--- src/hdl/table_linear_interpolator_assert.svh ---
// Assertion macros for the table interpolator
`ifndef TABLE_LINEAR_INTERPOLATOR_ASSERT_SVH
`define TABLE_LINEAR_INTERPOLATOR_ASSERT_SVH
`ifndef SYNTH
`define TLI_ASSERT_IMP(label, clk, rst_n, a, c) \
    label: assert property (@(posedge clk) disable iff (!rst_n) (a) |-> (c)) \
        else $error("assertion failed");
`define TLI_ASSERT_NEXT(label, clk, rst_n, a, c) \
    label: assert property (@(posedge clk) disable iff (!rst_n) (a) |=> (c)) \
        else $error("assertion failed");
`else
`define TLI_ASSERT_IMP(label, clk, rst_n, a, c)
`define TLI_ASSERT_NEXT(label, clk, rst_n, a, c)
`endif
`endif

--- src/hdl/tli_pkg.sv ---
// ---------------------------------------------------------------------------
// tli_pkg
// Shared types and constants of the table interpolator.
// ---------------------------------------------------------------------------
`timescale 1ns / 1ps
package tli_pkg;
    localparam int TableDepth = 16;
    localparam int IdxW = $clog2(TableDepth);
    localparam int CntW = $clog2(TableDepth + 1);
    localparam int QDepth = 2;
    localparam logic MODE_WRITE = 1'b0;
    localparam logic MODE_QUERY = 1'b1;
    localparam logic [1:0] REG_ENTRIES = 2'd0;

    typedef struct packed {
        logic            mode;
        logic [3:0]      idx;
        logic [31:0]     absc;
        logic [31:0]     val;
        logic [31:0]     temp;
    } t_item;

    typedef struct packed {
        logic [31:0] rate;
        logic        below_first;
        logic        beyond_last;
        logic        clamped;
    } t_result;
endpackage

--- src/hdl/tli_front.sv ---
// ---------------------------------------------------------------------------
// tli_front
// Input stage: takes write and query beats into a short queue.
// ---------------------------------------------------------------------------
`timescale 1ns / 1ps
module tli_front (
    input  logic           i_clk,
    input  logic           i_rst_n,
    input  logic           i_valid,
    output logic           o_ready,
    input  tli_pkg::t_item i_item,
    output logic           o_valid,
    input  logic           i_ready,
    output tli_pkg::t_item o_item
);
    import tli_pkg::*;
    `include "table_linear_interpolator_assert.svh"

    localparam int PW = $clog2(QDepth);
    t_item            r_q [QDepth];
    logic [PW-1:0]    r_wp, r_rp;
    logic [PW:0]      r_cnt;
    logic             push, pop;

    assign o_ready = (r_cnt != (PW+1)'(QDepth));
    assign o_valid = (r_cnt != '0);
    assign o_item  = r_q[r_rp];
    assign push    = i_valid && o_ready;
    assign pop     = o_valid && i_ready;

    always_ff @(posedge i_clk) begin
        if (push) begin
            r_q[r_wp] <= i_item;
        end
        if (!i_rst_n) begin
            r_wp  <= '0;
            r_rp  <= '0;
            r_cnt <= '0;
        end else begin
            if (push) r_wp <= r_wp + 1'b1;
            if (pop)  r_rp <= r_rp + 1'b1;
            r_cnt <= r_cnt + (PW+1)'(push) - (PW+1)'(pop);
        end
    end

    `TLI_ASSERT_IMP(a_cnt_range, i_clk, i_rst_n, 1'b1, r_cnt <= (PW+1)'(QDepth))
    `TLI_ASSERT_NEXT(a_full_stays, i_clk, i_rst_n, !o_ready && !pop, !o_ready)
    `TLI_ASSERT_NEXT(a_cnt_push, i_clk, i_rst_n, push && !pop, r_cnt == $past(r_cnt) + 1'b1)
endmodule

--- config.mk ---
export PLATFORM = sky130hd
export DESIGN_NAME = tli_front
export DESIGN_NICKNAME = d
export VERILOG_FILES = /design/src/hdl/tli_pkg.sv /design/src/hdl/tli_front.sv
export VERILOG_INCLUDE_DIRS = /design/src /design/src/hdl
export SDC_FILE = /design/constraint.sdc
export NUM_CORES = 1
export LEC_CHECK = 0
export BUFFER_PORTS_ARGS = -buffer_cell sky130_fd_sc_hd__buf_2
export CORE_ASPECT_RATIO = 1.5
export CORE_UTILIZATION = 32
export CTS_CLUSTER_SIZE = 28
export DETAILED_ROUTE_END_ITERATION = 8
export GPL_ROUTABILITY_DRIVEN = 0
export RECOVER_POWER = 25
export SLEW_MARGIN = 20
export SYNTH_ARGS = -nofsm -noshare
export SYNTH_HDL_FRONTEND = slang
export SYNTH_SLANG_ARGS = --single-unit
export TNS_END_PERCENT = 10
--- constraint.sdc ---
create_clock -name i_clk -period 7.7 [get_ports i_clk]
set_clock_uncertainty 0.05 [all_clocks]
set_input_delay 0.77 -clock i_clk [delete_from_list [all_inputs] [get_ports i_clk]]
set_output_delay 0.77 -clock i_clk [all_outputs]
set_load 0.03 [all_outputs]
==> reports/results.tsv <==
stage	metric	value	unit
status	status	finished clean	
synth	synth_area	8000	um2
clocking	insertion_delay	0.49	ns
clocking	clock-sinks	207	
pwr	combPwrFrac	25.9	%
route	vias	3907	
grt	grt_pass1_vias	4358	
setup_path	slowest_stage	buf_4	
layout	fin_cells	902	
setup_path	cp-end-kind	output port	
setup_path	crit_chain	buf_4 -> mux2_4 -> buf_2	
synth	ys_ff_latch	207	
setup_path	worst-r2r-setup-slack	5.16	ns
worst_hold_path	hp-start	i_item[67]	
route	wl_per_cell	16.76	um
setup_path	cp.arrival	2.88	ns
sta	fin_crit	3.704	ns
synth	yosys.area.top_type_share	75.82	%
route	drt_iter0_drc	155	
pwr	clockPowerShare	30.4	%
sta	fmax	270.0	MHz
clocking	cts_resized	0	
pwr	seq_power_share	43.8	%
setup_path	setup.worst_path.start_class	flip-flop	
sta	relSlewSlack	28.60	%
layout	n_fill_cell	2199	
place	dp.cells	866	
synth	yosys.area.top_type	edfxtp_1	
synth	synth_cells	343	
sta	finalCritPeriodShare	48.11	%
setup_path	r2r_start	r_cnt[0]$_SDFF_PN0_	
route	wl	15.11	mm
clocking	cts_made_buffers	20	
pwr	p_per_area	331.3	nW/um2
setup_path	path_max_fanout	58	
pwr	ir_drop	0.0001955	V
route	drc	0	
setup_path	cp.required	6.88	ns
floorplan	die_area	25650	um2
floorplan	die_height	195.7	um
route	dr.pass1.iters	4	
grt	grt_overflow	0	
layout	antenna_cells	0	
floorplan	initial_core_util	32.74	%
clocking	cts_setup_buffers	0	
pwr	swShare	29.44	%
layout	nets	670	
pwr	p_total	0.003290	W
sta	hold_violations	0	
layout	final_layout_size_suffix_gt1_share	56.06	%
sta	final-setup-viol-count	0	
clocking	htree_levels	1	
floorplan	die_x	131.1	um
worst_hold_path	min_path_type	primary input to flip-flop	
synth	yosys_most_used_dff	edfxtp_1	
layout	utilization	40.63	%
pwr	p_int	0.002321	W
floorplan	io_pins	208	
route	drtAntennaViolNets	0	
pwr	p_switching	0.0009685	W
route	detail_route.vias_per_cell	4.331	
setup_path	crit_type	flip-flop to output port	
grt	track_usage	11.44	%
synth	syn_area_per_cell	23.32	um2
grt	grt_first_pass_wirelength	22.82	mm
synth	synth_nets	449	
clocking	cts_hold_buffers	0	
synth	synth-edff-count	202	
clocking	cts_tree	built	
place	dp_hpwl	10.22	mm
synth	yosys_warnings	0	
pwr	p_leak	3.785	nW
floorplan	coreArea	24440	um2
grt	antenna_found_initial	2	
clocking	root_buffer	clkbuf_16	
sta	fin_setup_tns	0	ns
sta	grt_setup_unrepaired	no	
layout	synthToLayoutAreaGrowth	24.12	%
sta	worst_pin_slew	1.071	ns
synth	netlist_top_cells_area	edfxtp_1, mux2_4, buf_12	
synth	synth_cell_types	26	
clocking	cts_max_path_buffers	3	
floorplan	rows	70	
synth	async_flop_share	0	%
job	maxCapViolations	0	
clocking	clkTransAtPathRegs	0.06	ns
sta	report.final.slew_viol_count	0	
grt	grt_max_degree	74	
setup_path	worst_path_largest_cell_delay	0.90	ns
place	port_buffers	207	
synth	yosysSeqAreaShare	77.07	%
## final timing paths
kind,cells after the start,endpoint
setup / recovery,3,o_item[79]
hold / removal,1,r_q[1][67]$_DFFE_PP_
setup reg to reg,3,r_q[1][99]$_DFFE_PP_
hold reg to reg,2,flip-flop
## logic make-up (layout without fill, tap and decap cells)
group	after synthesis	count (layout)	synth area share, %
compound gates	7	7	0.6725
xor+xnor	1	1	0.1095
fa+ha+maj	1	1	0.1564
buf+inv	12	247	2.502
flops	207	207	77.07
mux	102	102	18.56
simple gates	13	13	0.9229
## cell usage after synthesis (2+ instances only)
library cell  count
a21bo_1           2
dfxtp_1           5
edfxtp_1        202
mux2_2           11
nor2_1            2
mux2_4           90
and2_1            3
buf_12            9
nand2b_1          2
## worst max-delay path: cells and delay by family (launching register included)
family                 cells  cell delay [ns]
muxes                      1             0.35
DFF                        1             0.87
buffers and inverters      2             1.08
## power by group through the flow
stage               Sequential, W  Combinational (W)  Clock (W)
floorplan                 0.00143           0.000736          0
global placement          0.00146           0.000857          0
detailed placement        0.00147           0.000868          0
CTS                       0.00144           0.000870    0.00103
global route              0.00145           0.000895    0.00107
finish                    0.00144           0.000851   0.000999
## metal layers
layer,part of all wire [%],GRT usage (%),up-vias
met5,0.18,0,-
met4,2.3,4.009,4
met3,7.2,3.514,25
met2,56,23.03,127
met1,34,10.56,1946
li1,-,-,1805
## registers in the layout, summed over array words and instances (netlist names), named ones only
register	cells
r_q	202
r_cnt	2
r_rp	1
r_wp	1
## per-stage QoR
step / hold slack, ns / setup WS (ns) / instance area, um2
after floorplan: 0.4720 / 3.952 / 8000
final: 0.4161 / 3.996 / 9930
after CTS: 0.3910 / 3.915 / 9957
after global routing: 0.3924 / 3.813 / 9930
after global placement: 0.5179 / 4.495 / 9279
after detailed placement: 0.5217 / 4.438 / 9279
## cell usage in the layout (no fill, tap or decap), types with 2 or more instances in the layout
cell,count
edfxtp_1,202
buf_2,185
mux2_4,90
clkbuf_1,25
clkbuf_16,21
mux2_2,11
clkinv_2,4
dfxtp_1,4
and2_1,3
bufinv_16,3
buf_4,3
nand2b_1,2
nor2_1,2
a21bo_1,2
clkinv_1,2
clkinvlp_4,2
## final cells by class
type                            instances  area [um2]  share of cell area (%)
Tap cell                              324       405.4                   4.083
Multi-Input combinational cell        124        1639                   16.51
Inverter                                1       6.256                 0.06300
Clock buffer                           24       536.8                   5.406
Clock inverter                         12       141.4                   1.424
Timing Repair Buffer                  210        1031                   10.38
Sequential cell                       207        6170                   62.13
No activity file was read; power rests on OpenSTA's default activity.
